File: src/design/wmfe_pkg.sv
// ----------------------------------------------------------------------------
// wmfe_pkg - websocket masked frame encoder definitions
// command codes, frame constants and mask helper functions
// ----------------------------------------------------------------------------
package wmfe_pkg;

    typedef logic [7:0] t_byte;

    // command codes carried on the slave-side tuser
    localparam logic [1:0] CMD_START   = 2'd0;
    localparam logic [1:0] CMD_PAYLOAD = 2'd1;
    localparam logic [1:0] CMD_CLOSE   = 2'd2;

    localparam int          LEN_W     = 63;
    localparam int          BUF_DEPTH = 14;
    localparam int          CNT_W     = $clog2(BUF_DEPTH + 1);

    localparam logic [31:0] SEED_RESET = 32'hDEADBEEF;
    localparam t_byte       OP_TEXT    = 8'h81;
    localparam t_byte       OP_CLOSE   = 8'h88;
    localparam t_byte       MASK_BIT   = 8'h80;
    localparam t_byte       LEN16_CODE = 8'd126;
    localparam t_byte       LEN64_CODE = 8'd127;
    localparam t_byte       STATUS_HI  = 8'h03;
    localparam t_byte       STATUS_LO  = 8'hE8;
    localparam logic [LEN_W-1:0] LEN16_MIN = LEN_W'(126);
    localparam logic [LEN_W-1:0] LEN64_MIN = LEN_W'(65536);

    // xorshift32 with shifts 13, 17, 5
    function automatic logic [31:0] xorshift32(input logic [31:0] x_in);
        logic [31:0] x;
        x = x_in;
        x = x ^ (x << 13);
        x = x ^ (x >> 17);
        x = x ^ (x << 5);
        return x;
    endfunction

    // mask byte by position, most significant first
    function automatic t_byte mask_byte(input logic [31:0] m, input logic [1:0] idx);
        t_byte b;
        case (idx)
            2'd0:    b = m[31:24];
            2'd1:    b = m[23:16];
            2'd2:    b = m[15:8];
            default: b = m[7:0];
        endcase
        return b;
    endfunction

endpackage

File: src/design/websocket_masked_frame_encoder.sv
// ----------------------------------------------------------------------------
// websocket_masked_frame_encoder - client-side websocket frame builder
// builds masked text and close frames as a byte stream
// ----------------------------------------------------------------------------
//
//  channel  dir  tdata / tuser                               handshake
//  -------  ---  ------------------------------------------  ----------------
//  s        in   tdata: frame_length, data_byte; tuser: cmd   tvalid / tready
//  m        out  tdata: out_byte; tlast: frame_last           tvalid / tready
//  cfg      in   wdata: mask_seed                             we, no wait
//
//  payload bytes stream one per cycle while the output is not stalled
//  a start command occupies the input while 6, 8 or 14 header bytes drain,
//  a close command while 8 drain: the burst buffer drains one byte a cycle unless stalled
//  output is registered; the next input is taken as the last buffered byte
//  moves to the output register, so a stalled output only backs up the buffer
//  reset (synchronous, active low) loads the seed 0xdeadbeef and clears state
//
module websocket_masked_frame_encoder
    import wmfe_pkg::*;
(
    input  logic        i_clk,
    input  logic        i_rst_n,
    // configuration
    input  logic        i_cfg_we,
    input  logic [31:0] i_cfg_wdata,     // mask_seed
    // slave side
    input  logic        i_s_tvalid,
    output logic        o_s_tready,
    input  logic [71:0] i_s_tdata,       // [62:0] frame_length, [70:63] data_byte, [71] zero
    input  logic [1:0]  i_s_tuser,       // [1:0] cmd
    // master side
    output logic        o_m_tvalid,
    input  logic        i_m_tready,
    output logic [7:0]  o_m_tdata,       // [7:0] out_byte
    output logic        o_m_tlast        // frame_last
);

    // encoder state
    logic [31:0]      r_gen,  n_gen;
    logic [31:0]      r_mask, n_mask;
    logic [1:0]       r_pos,  n_pos;
    logic [LEN_W-1:0] r_rem,  n_rem;
    logic             r_open, n_open;

    // burst buffer, head at entry 0
    t_byte            r_buf [BUF_DEPTH];
    t_byte            n_buf [BUF_DEPTH];
    logic [CNT_W-1:0] r_cnt,  n_cnt;
    logic             r_blast, n_blast;   // final buffered byte closes a frame

    // output register
    logic             r_ovalid;
    t_byte            r_odata;
    logic             r_olast;

    logic             s_accept;
    logic             out_move;
    logic [LEN_W-1:0] in_len;
    t_byte            in_data;
    logic [31:0]      draw;
    logic [63:0]      len64;
    logic [LEN_W-1:0] rem_dec;

    assign in_len  = i_s_tdata[LEN_W-1:0];
    assign in_data = i_s_tdata[LEN_W+7:LEN_W];
    assign len64   = {1'b0, in_len};
    assign draw    = xorshift32(r_gen);
    assign rem_dec = r_rem - LEN_W'(1);

    // head byte moves into the output register when that register is free
    assign out_move   = (r_cnt != '0) && (!r_ovalid || i_m_tready);
    // accept once the buffer will be empty by the next edge
    assign o_s_tready = (r_cnt == '0) || ((r_cnt == CNT_W'(1)) && out_move);
    assign s_accept   = i_s_tvalid && o_s_tready;

    always_comb begin
        n_gen   = r_gen;
        n_mask  = r_mask;
        n_pos   = r_pos;
        n_rem   = r_rem;
        n_open  = r_open;
        n_buf   = r_buf;
        n_cnt   = r_cnt;
        n_blast = r_blast;

        // drain one byte
        if (out_move) begin
            for (int i = 0; i < BUF_DEPTH - 1; i++) begin
                n_buf[i] = r_buf[i+1];
            end
            n_cnt = r_cnt - CNT_W'(1);
        end

        if (s_accept) begin
            case (i_s_tuser)
                CMD_START: begin
                    n_gen    = draw;
                    n_mask   = draw;
                    n_pos    = 2'd0;
                    n_rem    = in_len;
                    n_open   = (in_len != '0);
                    n_blast  = (in_len == '0);
                    n_buf[0] = OP_TEXT;
                    if (in_len < LEN16_MIN) begin
                        // short form: length in the second byte
                        n_buf[1] = MASK_BIT | {1'b0, in_len[6:0]};
                        for (int i = 0; i < 4; i++) begin
                            n_buf[2+i] = mask_byte(draw, 2'(i));
                        end
                        n_cnt = CNT_W'(6);
                    end else if (in_len < LEN64_MIN) begin
                        // 16-bit extended length
                        n_buf[1] = MASK_BIT | LEN16_CODE;
                        n_buf[2] = in_len[15:8];
                        n_buf[3] = in_len[7:0];
                        for (int i = 0; i < 4; i++) begin
                            n_buf[4+i] = mask_byte(draw, 2'(i));
                        end
                        n_cnt = CNT_W'(8);
                    end else begin
                        // 64-bit extended length, big-endian
                        n_buf[1] = MASK_BIT | LEN64_CODE;
                        for (int i = 0; i < 8; i++) begin
                            n_buf[2+i] = len64[56-8*i +: 8];
                        end
                        for (int i = 0; i < 4; i++) begin
                            n_buf[10+i] = mask_byte(draw, 2'(i));
                        end
                        n_cnt = CNT_W'(BUF_DEPTH);
                    end
                end
                CMD_PAYLOAD: begin
                    // dropped when no frame is open
                    if (r_open) begin
                        n_rem    = rem_dec;
                        n_buf[0] = in_data ^ mask_byte(r_mask, r_pos);
                        n_blast  = (rem_dec == '0);
                        n_pos    = r_pos + 2'd1;
                        n_open   = (rem_dec != '0);
                        n_cnt    = CNT_W'(1);
                    end else begin
                        n_cnt    = '0;
                    end
                end
                CMD_CLOSE: begin
                    // masked close frame, status 1000
                    n_gen    = draw;
                    n_mask   = draw;
                    n_open   = 1'b0;
                    n_rem    = '0;
                    n_pos    = 2'd0;
                    n_blast  = 1'b1;
                    n_buf[0] = OP_CLOSE;
                    n_buf[1] = MASK_BIT | 8'd2;
                    for (int i = 0; i < 4; i++) begin
                        n_buf[2+i] = mask_byte(draw, 2'(i));
                    end
                    n_buf[6] = STATUS_HI ^ mask_byte(draw, 2'd0);
                    n_buf[7] = STATUS_LO ^ mask_byte(draw, 2'd1);
                    n_cnt    = CNT_W'(8);
                end
                default: begin
                    // unused command: no result, no state change
                    n_cnt = '0;
                end
            endcase
        end

        // seed write reloads the generator; zero would lock it
        if (i_cfg_we) begin
            n_gen = (i_cfg_wdata == 32'd0) ? SEED_RESET : i_cfg_wdata;
        end
    end

    always_ff @(posedge i_clk) begin
        if (!i_rst_n) begin
            r_gen    <= SEED_RESET;
            r_mask   <= '0;
            r_pos    <= '0;
            r_rem    <= '0;
            r_open   <= 1'b0;
            r_cnt    <= '0;
            r_blast  <= 1'b0;
            r_ovalid <= 1'b0;
        end else begin
            r_gen   <= n_gen;
            r_mask  <= n_mask;
            r_pos   <= n_pos;
            r_rem   <= n_rem;
            r_open  <= n_open;
            r_cnt   <= n_cnt;
            r_blast <= n_blast;
            if (out_move) begin
                r_ovalid <= 1'b1;
            end else if (i_m_tready) begin
                r_ovalid <= 1'b0;
            end
        end
    end

    // payload registers, no reset
    always_ff @(posedge i_clk) begin
        r_buf <= n_buf;
        if (out_move) begin
            r_odata <= r_buf[0];
            r_olast <= r_blast && (r_cnt == CNT_W'(1));
        end
    end

    assign o_m_tvalid = r_ovalid;
    assign o_m_tdata  = r_odata;
    assign o_m_tlast  = r_olast;

endmodule
File: config.mk
export PLATFORM = sky130hd
export DESIGN_NAME = websocket_masked_frame_encoder
export DESIGN_NICKNAME = d
export VERILOG_FILES = /design/src/design/wmfe_pkg.sv /design/src/design/websocket_masked_frame_encoder.sv
export SDC_FILE = /design/constraint.sdc
export NUM_CORES = 1
export LEC_CHECK = 0
export ABC_AREA = 1
export BUFFER_PORTS_ARGS = -buffer_cell sky130_fd_sc_hd__buf_2
export CORE_UTILIZATION = 45
export DETAILED_ROUTE_END_ITERATION = 16
export SYNTH_ARGS = -nofsm -noshare
export SYNTH_HDL_FRONTEND = slang
export SYNTH_SLANG_ARGS = --single-unit
File: constraint.sdc
create_clock -name i_clk -period 4.9 [get_ports i_clk]
set_input_delay 1.47 -clock i_clk [delete_from_list [all_inputs] [get_ports i_clk]]
set_output_delay 1.47 -clock i_clk [all_outputs]
set_load 0.05 [all_outputs]
==> results.txt <==
Worst Tran Pin Value: 1010 ps
H-tree levels: 1
max incr delay on CP: 280 ps
Core Region: 32600 um^2
Synth area leaders: dfxtp_1, nand2_1, nor2_1
CP required: 3430 ps
#FFs+latches synth: 257
drt total wl: 58.1 mm
hold_ws: 435 ps
Mapped Area: 14900 um^2
vias per cell: 5.85
Max Cap Viol: 0
cell mode on critical path: buf_2
1st-pass router iterations: 5
setup TNS: 0 ps
Post-Synthesis Cells: 2159
die width: 184 um
sequential share of the synthesized area: 35.6%
Startpoint Class: primary input
post-CTS setup buffer count: 0
Pwr Total: 11.6 mW
highest clock rate: 272 MHz
cts bufs inserted: 30
io pins: 122
cts hold-fix bufs: 0
Max clock buf depth: 3
largest net degree at the start of global routing: 117
final hold vios: 0
cell taking the most area after synthesis: dfxtp_1
GRT overflow: 0
I/O Buffers: 120
VDD IR-drop max: 0.585 mV
Pins Over Slew Limit: 0
Synth top area share: 32.2%
Post-synth top flop: dfxtp_1
initial antenna violation count: 0
PnR worst setup slack: 1220 ps
chip height: 184 um
Slew HR: 32.8%
post-route ant nets: 0
Hold Crit Class: reg2reg
ANT cells: 0
CP endpoint kind: output pin
clk root buf: clkbuf_16
DR DRC count: 0
initial core utilization: 45.8%
Iter 0 DRT Violations: 1711
routability congestion estimate: 0.973
share of cells above drive strength 1: 12.6%
minimum clock period: 3680 ps
Layout area overhead: 13.4%
RSZ-0062 raised after global routing: no
Rows: 66
Leak: 7.34 nW
critical path arrival: 2210 ps
CTS tree: done
clk_lat worst skew: 600 ps
GRT Util Overall: 34.2%
Yosys Warn Count: 0
post-CTS resize count: 0
# clock sinks: 257
Layout Skew: 37.2 ps
register clock-pin slew on the reported worst setup and hold paths: 60 ps
WS Path Type: in2out
Unique masters post-synth: 52
CP Max Fanout: 3
DIE AREA: 33900 um^2
post-detail-place hpwl: 43.3 mm
DP Worst Slack: 827 ps
WL/cell: 21.6 um
Period Utilization, post-route: 75.1%
first-pass GRT wire length: 87.5 mm
vias in the first global route: 14700
fillcell total: 3293
Synth async-reset ratio: 0%
Post-synth EDFFs: 17
Cell Pwr Density: 687 nW/um^2
Crit-path slowest cell: nor2_1
Mean Syn Cell Area: 6.92 um^2
outcome: finished, final reports clean
critical-path cell list: buf_2 -> nor2_1 -> o21ai_2 -> buf_2
Net Count, Synth: 2282
Via Count: 15800
final setup fails: 0
fin nets: 2349
state kept, by name, summed over array words and instances (netlist names), 2 cells and up:
| name | flops |
|---|---|
| r_pos | 2 |
| r_rem | 63 |
| r_cnt | 4 |
| r_buf | 112 |
| r_mask | 32 |
| o_m_tdata | 8 |
| r_gen | 32 |
layout by cell type, fill, tap and decap left out, drive strengths merged, types with 4 or more instances in the layout:
master,n
nor2,333
o221ai,28
a32oi,29
nand2,572
dfxtp,240
a22o,4
xnor2,48
o21ai,60
nand3,95
clkinv,10
o32ai,6
a21oi,122
a31oi,58
ha,12
mux2i,21
nor3,4
inv,202
o22ai,35
clkinvlp,5
and2,4
buf,145
edfxtp,17
o211ai,7
nor4,19
nand4,23
a211oi,8
o311ai,9
xor2,24
clkbuf,36
a221oi,54
worst max-delay path: cells and delay by family:
kind | cells | cell delay, ps
buffers and inverters | 2 | 330
AND/OR/NAND/NOR | 1 | 280
AO/OA/AOI/OAI | 1 | 140
cells in the mapped netlist (17+ instances only):
cell type	number
nand2_1	557
nor2_1	301
dfxtp_1	240
inv_1	187
a21oi_1	122
nand3_1	94
clkbuf_1	77
a31oi_1	58
o21ai_0	53
xnor2_1	48
a221oi_1	41
o22ai_1	35
a32oi_1	29
o221ai_1	28
buf_2	25
xor2_1	24
nand4_1	23
mux2i_1	21
nor4_1	18
edfxtp_1	17
metrics by stage:
stage,cells,util (%),instance area (um^2)
2_1_floorplan,2159,-,14900
3_3_place_gp,2636,48.8,15900
3_5_place_dp,2636,48.8,15900
4_1_cts,2691,51.9,16900
5_1_grt,2691,51.9,16900
6_report,2691,51.9,16900
power breakdown:
part | internal (mW) | switching (mW)
Clock | 1.36 | 0.989
Combinational | 1.89 | 4.07
Sequential | 2.86 | 0.472
final cells by class:
type,count,area (um^2),share of cell area [%]
Timing Repair Buffer,145,863,5.10
Multi-Input combinational cell,1591,8420,49.7
Tap cell,442,553,3.26
Clock buffer,36,815,4.81
Clock inverter,19,218,1.28
Sequential cell,257,5320,31.4
Inverter,201,757,4.47
cells by family after synthesis:
family | count (synthesis) | share of synthesized area [%]
buffers and inverters | 311 | 8.17
and+or+nand+nor | 1053 | 29.7
AOI/OAI and AO/OA | 433 | 19.9
muxes | 21 | 1.41
xor gates and xnor gates | 72 | 4.22
DFF | 257 | 35.6
adders and majority gates | 12 | 1.00
routing by layer:
metal | GRT usage, % | up-vias | wire length, um
li1 | - | 7447 | -
met1 | 44.6 | 7401 | 23900
met2 | 54.7 | 747 | 25900
met3 | 5.39 | 157 | 5080
met4 | 17.2 | 0 | 3300
met5 | 0 | - | 0
final timing paths:
path,from,cells after the start,endpoint,slack [ps]
setup / recovery,i_m_tready,4,o_s_tready,1220
hold / removal,r_buf[108],0,o_m_tdata[4],440
setup reg to reg,r_cnt[0],15,r_buf[59],1660
hold reg to reg,r_buf[108],0,o_m_tdata[4],440
No activity file was read; power rests on OpenSTA's default activity.
